<file path="src/hw/rtl/osm_pkg.sv">
// ----------------------------------------------------------------------------
// osm_pkg: shared types and constants for the 1-Wire transaction master
// Transfer payload structs, opcodes, status codes, command bytes and bus timing constants.
// ----------------------------------------------------------------------------
package osm_pkg;

    typedef struct packed {
        logic [1:0]  opcode;
        logic        use_rom;
        logic [63:0] rom_code;
        logic        line_high;
    } t_in_item;

    typedef struct packed {
        logic       drive_low;
        logic       busy_res;
        logic       byte_valid;
        logic [7:0] data_byte;
        logic [3:0] byte_index;
        logic       last_byte;
        logic       done_res;
        logic [1:0] status;
    } t_out_item;

    localparam logic [1:0] OP_TICK = 2'd0;
    localparam logic [1:0] OP_CONV = 2'd1;
    localparam logic [1:0] OP_READ = 2'd2;

    localparam logic [1:0] ST_OK     = 2'd0;
    localparam logic [1:0] ST_NODEV  = 2'd1;
    localparam logic [1:0] ST_REJECT = 2'd2;

    localparam logic [7:0] CMD_SKIP_ROM  = 8'hCC;
    localparam logic [7:0] CMD_MATCH_ROM = 8'h55;
    localparam logic [7:0] CMD_CONVERT   = 8'h44;
    localparam logic [7:0] CMD_READ_PAD  = 8'hBE;

    localparam logic [9:0] RESET_LOW_US   = 10'd480;
    localparam logic [9:0] PRESENCE_US    = 10'd549;
    localparam logic [9:0] RESET_END_US   = 10'd959;
    localparam logic [9:0] SLOT_END_US    = 10'd69;
    localparam logic [9:0] READ_SAMPLE_US = 10'd14;
    localparam logic [9:0] WRITE1_LOW_US  = 10'd6;
    localparam logic [9:0] WRITE0_LOW_US  = 10'd60;
    localparam logic [9:0] READ_LOW_US    = 10'd6;

    localparam logic [3:0] SKIP_SEQ_BYTES  = 4'd2;
    localparam logic [3:0] MATCH_SEQ_BYTES = 4'd10;

endpackage

</file>
<file path="src/hw/rtl/osm_core.sv">
// ----------------------------------------------------------------------------
// osm_core: transaction sequencer state and per-item update
// Holds the bus state and computes next state and result for one item.
// ----------------------------------------------------------------------------
module osm_core #(
    parameter int SCRATCH_BYTES = 9
) (
    input  logic               i_clk,
    input  logic               i_rst_n,
    input  logic               i_en,
    input  osm_pkg::t_in_item  i_item,
    output osm_pkg::t_out_item o_res
);

    typedef enum logic [4:0] {
        PH_IDLE  = 5'b00001,
        PH_RESET = 5'b00010,
        PH_NODEV = 5'b00100,
        PH_WRITE = 5'b01000,
        PH_READ  = 5'b10000
    } t_phase;

    localparam logic [4:0] LAST_COUNT = 5'(SCRATCH_BYTES);

    t_phase      r_phase, n_phase;
    logic [9:0]  r_timer, n_timer;
    logic [63:0] r_rom, n_rom;
    logic [7:0]  r_tx_byte, n_tx_byte;
    logic [3:0]  r_tx_count, n_tx_count;
    logic [2:0]  r_bit, n_bit;
    logic [7:0]  r_rx_byte, n_rx_byte;
    logic [3:0]  r_rx_count, n_rx_count;
    logic [1:0]  r_mode, n_mode;

    function automatic logic [7:0] seq_byte(input logic [3:0] k, input logic [1:0] mode,
                                            input logic [63:0] rom);
        logic [2:0] idx;
        idx = 3'(k - 4'd1);
        if (k == 4'd0) begin
            return mode[1] ? osm_pkg::CMD_MATCH_ROM : osm_pkg::CMD_SKIP_ROM;
        end else if (mode[1] && k <= 4'd8) begin
            return rom[{idx, 3'b000} +: 8];
        end else begin
            return mode[0] ? osm_pkg::CMD_READ_PAD : osm_pkg::CMD_CONVERT;
        end
    endfunction

    logic nodev;
    logic is_cmd;

    always_comb begin
        n_phase    = r_phase;
        n_timer    = r_timer;
        n_rom      = r_rom;
        n_tx_byte  = r_tx_byte;
        n_tx_count = r_tx_count;
        n_bit      = r_bit;
        n_rx_byte  = r_rx_byte;
        n_rx_count = r_rx_count;
        n_mode     = r_mode;
        o_res      = '0;
        nodev      = (r_phase == PH_NODEV) ||
                     (r_phase == PH_RESET && r_timer == osm_pkg::PRESENCE_US &&
                      i_item.line_high);
        is_cmd     = (i_item.opcode == osm_pkg::OP_CONV) ||
                     (i_item.opcode == osm_pkg::OP_READ);

        if (is_cmd) begin
            if (r_phase != PH_IDLE) begin
                o_res.status = osm_pkg::ST_REJECT;
            end else begin
                n_mode     = {i_item.use_rom, i_item.opcode == osm_pkg::OP_READ};
                n_rom      = i_item.rom_code;
                n_phase    = PH_RESET;
                n_timer    = '0;
                n_tx_byte  = '0;
                n_tx_count = '0;
                n_bit      = '0;
                n_rx_byte  = '0;
                n_rx_count = '0;
            end
        end else if (i_item.opcode == osm_pkg::OP_TICK && r_phase != PH_IDLE) begin
            unique case (r_phase)
                PH_RESET, PH_NODEV: begin
                    if (nodev) begin
                        n_phase = PH_NODEV;
                    end
                    if (r_timer >= osm_pkg::RESET_END_US) begin
                        n_timer = '0;
                        if (nodev) begin
                            n_phase         = PH_IDLE;
                            o_res.done_res  = 1'b1;
                            o_res.status    = osm_pkg::ST_NODEV;
                        end else begin
                            n_phase    = PH_WRITE;
                            n_tx_count = '0;
                            n_bit      = '0;
                            n_tx_byte  = seq_byte(4'd0, r_mode, r_rom);
                        end
                    end else begin
                        n_timer = r_timer + 10'd1;
                    end
                end
                PH_WRITE: begin
                    if (r_timer >= osm_pkg::SLOT_END_US) begin
                        n_timer = '0;
                        if (r_bit != 3'd7) begin
                            n_bit = r_bit + 3'd1;
                        end else begin
                            n_bit      = '0;
                            n_tx_count = r_tx_count + 4'd1;
                            if (n_tx_count >= (r_mode[1] ? osm_pkg::MATCH_SEQ_BYTES
                                                         : osm_pkg::SKIP_SEQ_BYTES)) begin
                                if (r_mode[0]) begin
                                    n_phase    = PH_READ;
                                    n_rx_byte  = '0;
                                    n_rx_count = '0;
                                end else begin
                                    n_phase        = PH_IDLE;
                                    o_res.done_res = 1'b1;
                                end
                            end else begin
                                n_tx_byte = seq_byte(n_tx_count, r_mode, r_rom);
                            end
                        end
                    end else begin
                        n_timer = r_timer + 10'd1;
                    end
                end
                PH_READ: begin
                    if (r_timer == osm_pkg::READ_SAMPLE_US && i_item.line_high) begin
                        n_rx_byte[r_bit] = 1'b1;
                    end
                    if (r_timer >= osm_pkg::SLOT_END_US) begin
                        n_timer = '0;
                        if (r_bit != 3'd7) begin
                            n_bit = r_bit + 3'd1;
                        end else begin
                            n_bit            = '0;
                            o_res.byte_valid = 1'b1;
                            o_res.data_byte  = n_rx_byte;
                            o_res.byte_index = r_rx_count;
                            if ({1'b0, r_rx_count} + 5'd1 >= LAST_COUNT) begin
                                o_res.last_byte = 1'b1;
                                o_res.done_res  = 1'b1;
                                n_phase         = PH_IDLE;
                            end else begin
                                n_rx_count = r_rx_count + 4'd1;
                            end
                            n_rx_byte = '0;
                        end
                    end else begin
                        n_timer = r_timer + 10'd1;
                    end
                end
                default: begin
                    n_phase = PH_IDLE;
                end
            endcase
        end

        unique case (n_phase)
            PH_RESET, PH_NODEV: o_res.drive_low = n_timer < osm_pkg::RESET_LOW_US;
            PH_WRITE: o_res.drive_low = n_timer < (n_tx_byte[n_bit] ? osm_pkg::WRITE1_LOW_US
                                                                    : osm_pkg::WRITE0_LOW_US);
            PH_READ: o_res.drive_low = n_timer < osm_pkg::READ_LOW_US;
            default: o_res.drive_low = 1'b0;
        endcase
        o_res.busy_res = n_phase != PH_IDLE;
    end

    always_ff @(posedge i_clk) begin
        if (!i_rst_n) begin
            r_phase    <= PH_IDLE;
            r_timer    <= '0;
            r_rom      <= '0;
            r_tx_byte  <= '0;
            r_tx_count <= '0;
            r_bit      <= '0;
            r_rx_byte  <= '0;
            r_rx_count <= '0;
            r_mode     <= '0;
        end else if (i_en) begin
            r_phase    <= n_phase;
            r_timer    <= n_timer;
            r_rom      <= n_rom;
            r_tx_byte  <= n_tx_byte;
            r_tx_count <= n_tx_count;
            r_bit      <= n_bit;
            r_rx_byte  <= n_rx_byte;
            r_rx_count <= n_rx_count;
            r_mode     <= n_mode;
        end
    end

endmodule

</file>
<file path="src/hw/rtl/onewire_sensor_transaction_master_top.sv">
// ----------------------------------------------------------------------------
// onewire_sensor_transaction_master_top: 1-Wire sensor transaction master
// Input register, sequencer and result register with valid/ready channels.
// ----------------------------------------------------------------------------
// Usage:
//   Input channel (i_in_valid / o_in_ready / i_in_data) carries one item per
//   microsecond tick or command; ticks carry the sampled bus level.
//   Output channel (o_out_valid / i_out_ready / o_out_data) returns exactly one
//   result per item, in order: drive level for the coming microsecond, busy,
//   received scratchpad bytes, done and status.
//   Path: an item passes the input register, then the result register, where
//   its result is held until it transfers on the output channel.
//   Throughput: one item per cycle unless the output stalls; the sequencer
//   updates its state once per item, input register to result register.
//   Reset: the bus is released, the sequencer is idle and both registers
//   are empty.
//   Stall: while a result waits on i_out_ready, one more item is held in the
//   input register; after that o_in_ready drops until the result transfers.
// ----------------------------------------------------------------------------
module onewire_sensor_transaction_master_top #(
    parameter int SCRATCH_BYTES = 9
) (
    input  logic               i_clk,
    input  logic               i_rst_n,
    input  logic               i_in_valid,
    output logic               o_in_ready,
    input  osm_pkg::t_in_item  i_in_data,
    output logic               o_out_valid,
    input  logic               i_out_ready,
    output osm_pkg::t_out_item o_out_data
);

    logic               r_in_valid;
    osm_pkg::t_in_item  r_in_data;
    logic               r_out_valid;
    osm_pkg::t_out_item r_out_data;
    osm_pkg::t_out_item core_res;
    logic               advance;

    assign advance     = r_in_valid && (!r_out_valid || i_out_ready);
    assign o_in_ready  = !r_in_valid || advance;
    assign o_out_valid = r_out_valid;
    assign o_out_data  = r_out_data;

    osm_core #(
        .SCRATCH_BYTES(SCRATCH_BYTES)
    ) u_core (
        .i_clk  (i_clk),
        .i_rst_n(i_rst_n),
        .i_en   (advance),
        .i_item (r_in_data),
        .o_res  (core_res)
    );

    always_ff @(posedge i_clk) begin
        if (!i_rst_n) begin
            r_in_valid <= 1'b0;
        end else if (o_in_ready) begin
            r_in_valid <= i_in_valid;
        end
    end

    always_ff @(posedge i_clk) begin
        if (o_in_ready && i_in_valid) begin
            r_in_data <= i_in_data;
        end
    end

    always_ff @(posedge i_clk) begin
        if (!i_rst_n) begin
            r_out_valid <= 1'b0;
        end else if (advance) begin
            r_out_valid <= 1'b1;
        end else if (i_out_ready) begin
            r_out_valid <= 1'b0;
        end
    end

    always_ff @(posedge i_clk) begin
        if (advance) begin
            r_out_data <= core_res;
        end
    end

endmodule

</file>
<file path="config.mk">
export PLATFORM = sky130hd
export DESIGN_NAME = onewire_sensor_transaction_master_top
export DESIGN_NICKNAME = d
export VERILOG_FILES = /design/src/hw/rtl/osm_pkg.sv /design/src/hw/rtl/osm_core.sv /design/src/hw/rtl/onewire_sensor_transaction_master_top.sv
export SDC_FILE = /design/constraint.sdc
export NUM_CORES = 1
export LEC_CHECK = 0
export BUFFER_PORTS_ARGS = -buffer_cell sky130_fd_sc_hd__buf_4
export CAP_MARGIN = 10
export CORE_AREA = 10 10 146 148
export DETAILED_ROUTE_END_ITERATION = 10
export DIE_AREA = 0 0 156 158
export PLACE_DENSITY = 0.72
export RECOVER_POWER = 25
export SLEW_MARGIN = 0
export SYNTH_ARGS = -nofsm -noshare
export SYNTH_HDL_FRONTEND = slang
export SYNTH_SLANG_ARGS = --single-unit
</file>
<file path="constraint.sdc">
create_clock -name i_clk -period 4.37 [get_ports i_clk]
set_clock_uncertainty 0.1 [all_clocks]
set_input_delay 0.437 -clock i_clk [delete_from_list [all_inputs] [get_ports i_clk]]
set_output_delay 0.437 -clock i_clk [all_outputs]
set_load 0.005 [all_outputs]
</file>
==> run summary <==
The total buffers and inverters traversed by the critical path is 2. The flow ran to the end, and the final reports show no timing, DRC or antenna violations. The number of synthesized flops with an enable pin is 87. During I/O placement, the number of pins put on the boundary was 93. The critical path starts at u_core.r_timer[1].

After detailed routing, the total wire length is 21,800 um. The smallest clock period supported by the final layout is computed as 4.14 ns. The critical path's largest stage delay came out at 0.43 ns. The actual slew at the worst max-slew pin was 0.831 ns; the maximum operating frequency was 241 MHz. The signal on the critical path passes through inv_1 > ha_1 > and4b_1 > nand4_1 > o221ai_2 > o31a_2 > a22o_1 > buf_4 > o2111ai_1 > nand2_1 > o41ai_4 > ha_1 > a21o_1 > a211o_1 > nor4_2 > a32oi_1 > a21bo_1.

Power spread over the standard cell area amounts to 373 nW/um^2. HPWL after detailed placement: 15,400 um. After clock tree synthesis, the clock-pin slew on the worst setup and hold paths is 0.08 ns. The pre-antenna-repair detailed-routing pass consisted of 6 iterations. The proportion of layout cells with a drive suffix above 1 came out at 21.5%. The number of antenna violations at the first check in global routing was 0; the area of the core region was 18,500 sq um.

The run gives 197 as the CTS sink count. The post-detailed-route DRC marker count came out at 0. The worst setup path is captured at a flip-flop. STA classifies the critical path startpoint as a flip-flop. The tools report the count of endpoints failing hold in the final timing report as 0. Once the floorplan was initialized, standard cells occupied 49.4% of the core. Global routing consumed, over all layers together, 17.9% of the routing resources.

The run gives 0 as the total congestion overflow after global routing. Via count normalized by instance count: 5.79. Number of warnings reported in the yosys synthesis log: 0. The die height came out at 158 um.

Of all nets on the critical path, the largest fanout is 7. The floorplan has 50 rows. The share of synthesized area occupied by flip-flops and latches is 52.8%, and the worst-case register-to-register setup slack is 0.23 ns. In this run the number of cells on the critical path is 17.

Counting every instance in the synthesized netlist gives 926. The worst hold path belongs to the class in -> reg. The area growth from synthesis to layout came out at 18.5%. Hold is met by 0.0828 ns.

The tools report the capturing element of the worst setup path as o_out_data[18]. The data arrival time of the worst path is 4.37 ns. The worst path uses 94.8% of the clock period.

Among the stages of the critical path, the cell type that occurs most often is ha_1. The final max-slew violation count was 0; the total via count after detailed routing was 7,308. Data on the critical path is required at its endpoint by 4.59 ns. The synthesized netlist contains 87 unique library cells. The post-detailed-route wirelength per cell came out at 17.3 um.

Measured along the x axis, the die boundary spans 156 um. TritonCTS created 17 clock buffers. The tools report the maximum buffer depth of the clock tree as 2. The design draws 4.03 mW. Cell with the largest stage delay on the worst path: o41ai_4. When the netlist entered floorplanning its net count stood at 1,014.

The worst-case vdd ir drop was 0.000344 V. For this run, the leading register cell type out of synthesis is dfxtp_1. The flip-flop and latch count after synthesis is 197. The startpoint identified for the worst register-to-register timing path is u_core.r_timer[1]. The kind of cell with the highest combined delay along the critical path is compound AO/OA/AOI/OAI gates. 0 antenna diodes ended up in the layout. The DRC marker count from the first detailed-route iteration came out at 653.

The first global-routing pass estimated 35,800 um of wire. The via count of the first global-routing pass was 7,112; the maximum number of pins on one net before global-route repair was 74. The layout has 1,544 filler cells.

Summed over all cells, the static leakage comes to 3.91 nW. In this run the tightest slew margin relative to its limit is 44.0%. Setup violations remaining at the end of the flow were counted as 0. The number of nets still failing antenna checks after routing is 0. CTS placed an instance of clkbuf_16 at the clock tree root.

The tools report the number of levels the H-tree was split into as 4. TritonCTS built the clock tree. For the worst-skew pair, the clock arrives at the later sink with an insertion delay of 0.45 ns. In the synthesized netlist the async set-or-reset flop fraction comes to 0%. The area of the mapped netlist was 9110 sq um; the number of maximum-capacitance violations was 0.

Average instance area after synthesis: 9.84 sq um. The cell depth of the worst flop-to-flop path came out at 17. For the final routed database, the setup TNS stands at 0 ns. The tools report the capturing point of the worst reg2reg path as o_out_data[18].

The quantity of I/O buffers inserted on ports came out at 92. The classification of the worst setup path was reg -> reg. The area of the die was 24,600 sq um.

The final weighted congestion of routability-driven global placement is 0.940. After the last flow step, the layout net total stands at 1,103.
cell usage in the layout, fill, tap and decap left out, drive strengths merged, types with 13 or more instances in the layout:
cell type	count
nand2	167
a21oi	114
dfxtp	110
clkbuf	93
edfxtp	87
nor2	82
buf	52
o21ai	28
inv	25
nand3	24
nor3	23
mux4	16
ha	16
a211oi	13
and2	13
area by class of cell:
class	instances	area [sq um]	share of cell area (%)
clock buffer	17	425	3.94
clock inverter	15	190	1.76
inverter	22	82.6	0.765
multi-input combinational	649	4030	37.3
sequential	197	4820	44.7
tap	234	293	2.71
timing repair buffer	128	950	8.80
worst min path at each step:
stage | startpoint | end | slack (ns) | depth (start not counted)
detailed placement | u_core.r_rom[52] | u_core.r_rom[52] | 0.34 | 2
floorplan | u_core.r_tx_byte[5] | u_core.r_tx_byte[5] | 0.33 | 2
global placement | u_core.r_rom[3] | u_core.r_rom[3] | 0.34 | 2
finish | i_in_data[51] | r_in_data[51] | 0.08 | 1
CTS | i_in_data[34] | r_in_data[34] | 0.05 | 1
global route | i_in_data[42] | r_in_data[42] | 0.07 | 1
cell families (layout without fill, tap and decap cells):
| family | Yosys count | in the layout | synth area share [%] |
|---|---|---|---|
| multiplexers | 28 | 28 | 5.40 |
| adder cells (fa/ha/maj) | 16 | 16 | 2.20 |
| AO/OA/AOI/OAI | 229 | 229 | 15.9 |
| flip-flops | 197 | 197 | 52.8 |
| XOR/XNOR | 5 | 5 | 0.728 |
| buffers and inverters | 80 | 182 | 4.15 |
| AND/OR/NAND/NOR | 371 | 371 | 18.8 |
synth_stat cells (4+ instances only):
| master | n | area share [%] |
|---|---|---|
| nor4_1 | 4 | 0.27 |
| nor2b_1 | 7 | 0.48 |
| o211a_1 | 5 | 0.55 |
| o211ai_1 | 6 | 0.49 |
| nor3_1 | 22 | 1.2 |
| o31ai_1 | 4 | 0.33 |
| nand2b_1 | 5 | 0.34 |
| clkbuf_1 | 30 | 1.2 |
| edfxtp_1 | 87 | 29 |
| o21ai_0 | 22 | 1.2 |
| a31oi_1 | 8 | 0.55 |
| buf_6 | 4 | 0.49 |
| and2_1 | 11 | 0.76 |
| nand3_1 | 24 | 1.3 |
| o2111ai_1 | 4 | 0.38 |
| buf_2 | 14 | 0.77 |
| dfxtp_1 | 110 | 24 |
| o21ai_1 | 5 | 0.27 |
| ha_1 | 16 | 2.2 |
| inv_1 | 19 | 0.78 |
| mux2i_1 | 7 | 0.77 |
| a21oi_1 | 114 | 6.3 |
| mux2_2 | 5 | 0.62 |
| nand4_1 | 9 | 0.62 |
| and3_1 | 7 | 0.48 |
| mux4_2 | 14 | 3.5 |
| buf_1 | 6 | 0.25 |
| nand2_1 | 167 | 6.9 |
| a211oi_1 | 12 | 0.99 |
| nor2_1 | 81 | 3.3 |
through the flow:
step / cells / area (sq um) / util, % / worst slack (ns)
5_1_grt: 1262 / 10800 / 58.5 / -0.0194
6_report: 1262 / 10800 / 58.5 / 0.227
3_3_place_gp: 1229 / 10100 / 54.6 / 0.201
3_5_place_dp: 1229 / 10100 / 54.6 / 0.0316
4_1_cts: 1261 / 10700 / 58.0 / 0.00465
2_1_floorplan: 926 / 9110 / - / 0.202
routing by layer:
layer  wire, um  part of all wire [%]  global-route usage, %
met2      10800                    50                   30.3
met3       1350                   6.2                   4.12
met5          0                     0                      0
met1       8840                    41                   21.2
met4        773                   3.5                   8.41
sequential cells by signal, summed over array words and instances, names as in the netlist:
register / count
u_core.r_rom: 64
u_core.r_mode: 2
o_out_valid: 1
u_core.r_bit: 3
o_out_data: 19
u_core.r_tx_count: 4
r_in_data: 68
u_core.r_rx_count: 4
u_core.r_timer: 10
u_core.r_tx_byte: 8
u_core.r_phase: 5
r_in_valid: 1
u_core.r_rx_byte: 8
power by group:
part	total (mW)	switching (mW)	leakage [nW]	internal, mW
combinational	0.376	0.222	1.88	0.153
clock	1.60	0.780	0.296	0.823
sequential	2.05	0.0468	1.73	2.00
total	4.03	1.05	3.91	2.98
what timing repair did:
item / 4_1_cts / 5_1_grt
setup endpoints to repair: 1 / 1
setup buffers: 0 / 1
pin swaps: 0 / 1
gates resized for setup: 1 / 21
hold buffers: 0 / 0
Note: power is estimated with default switching activity, not from simulation.
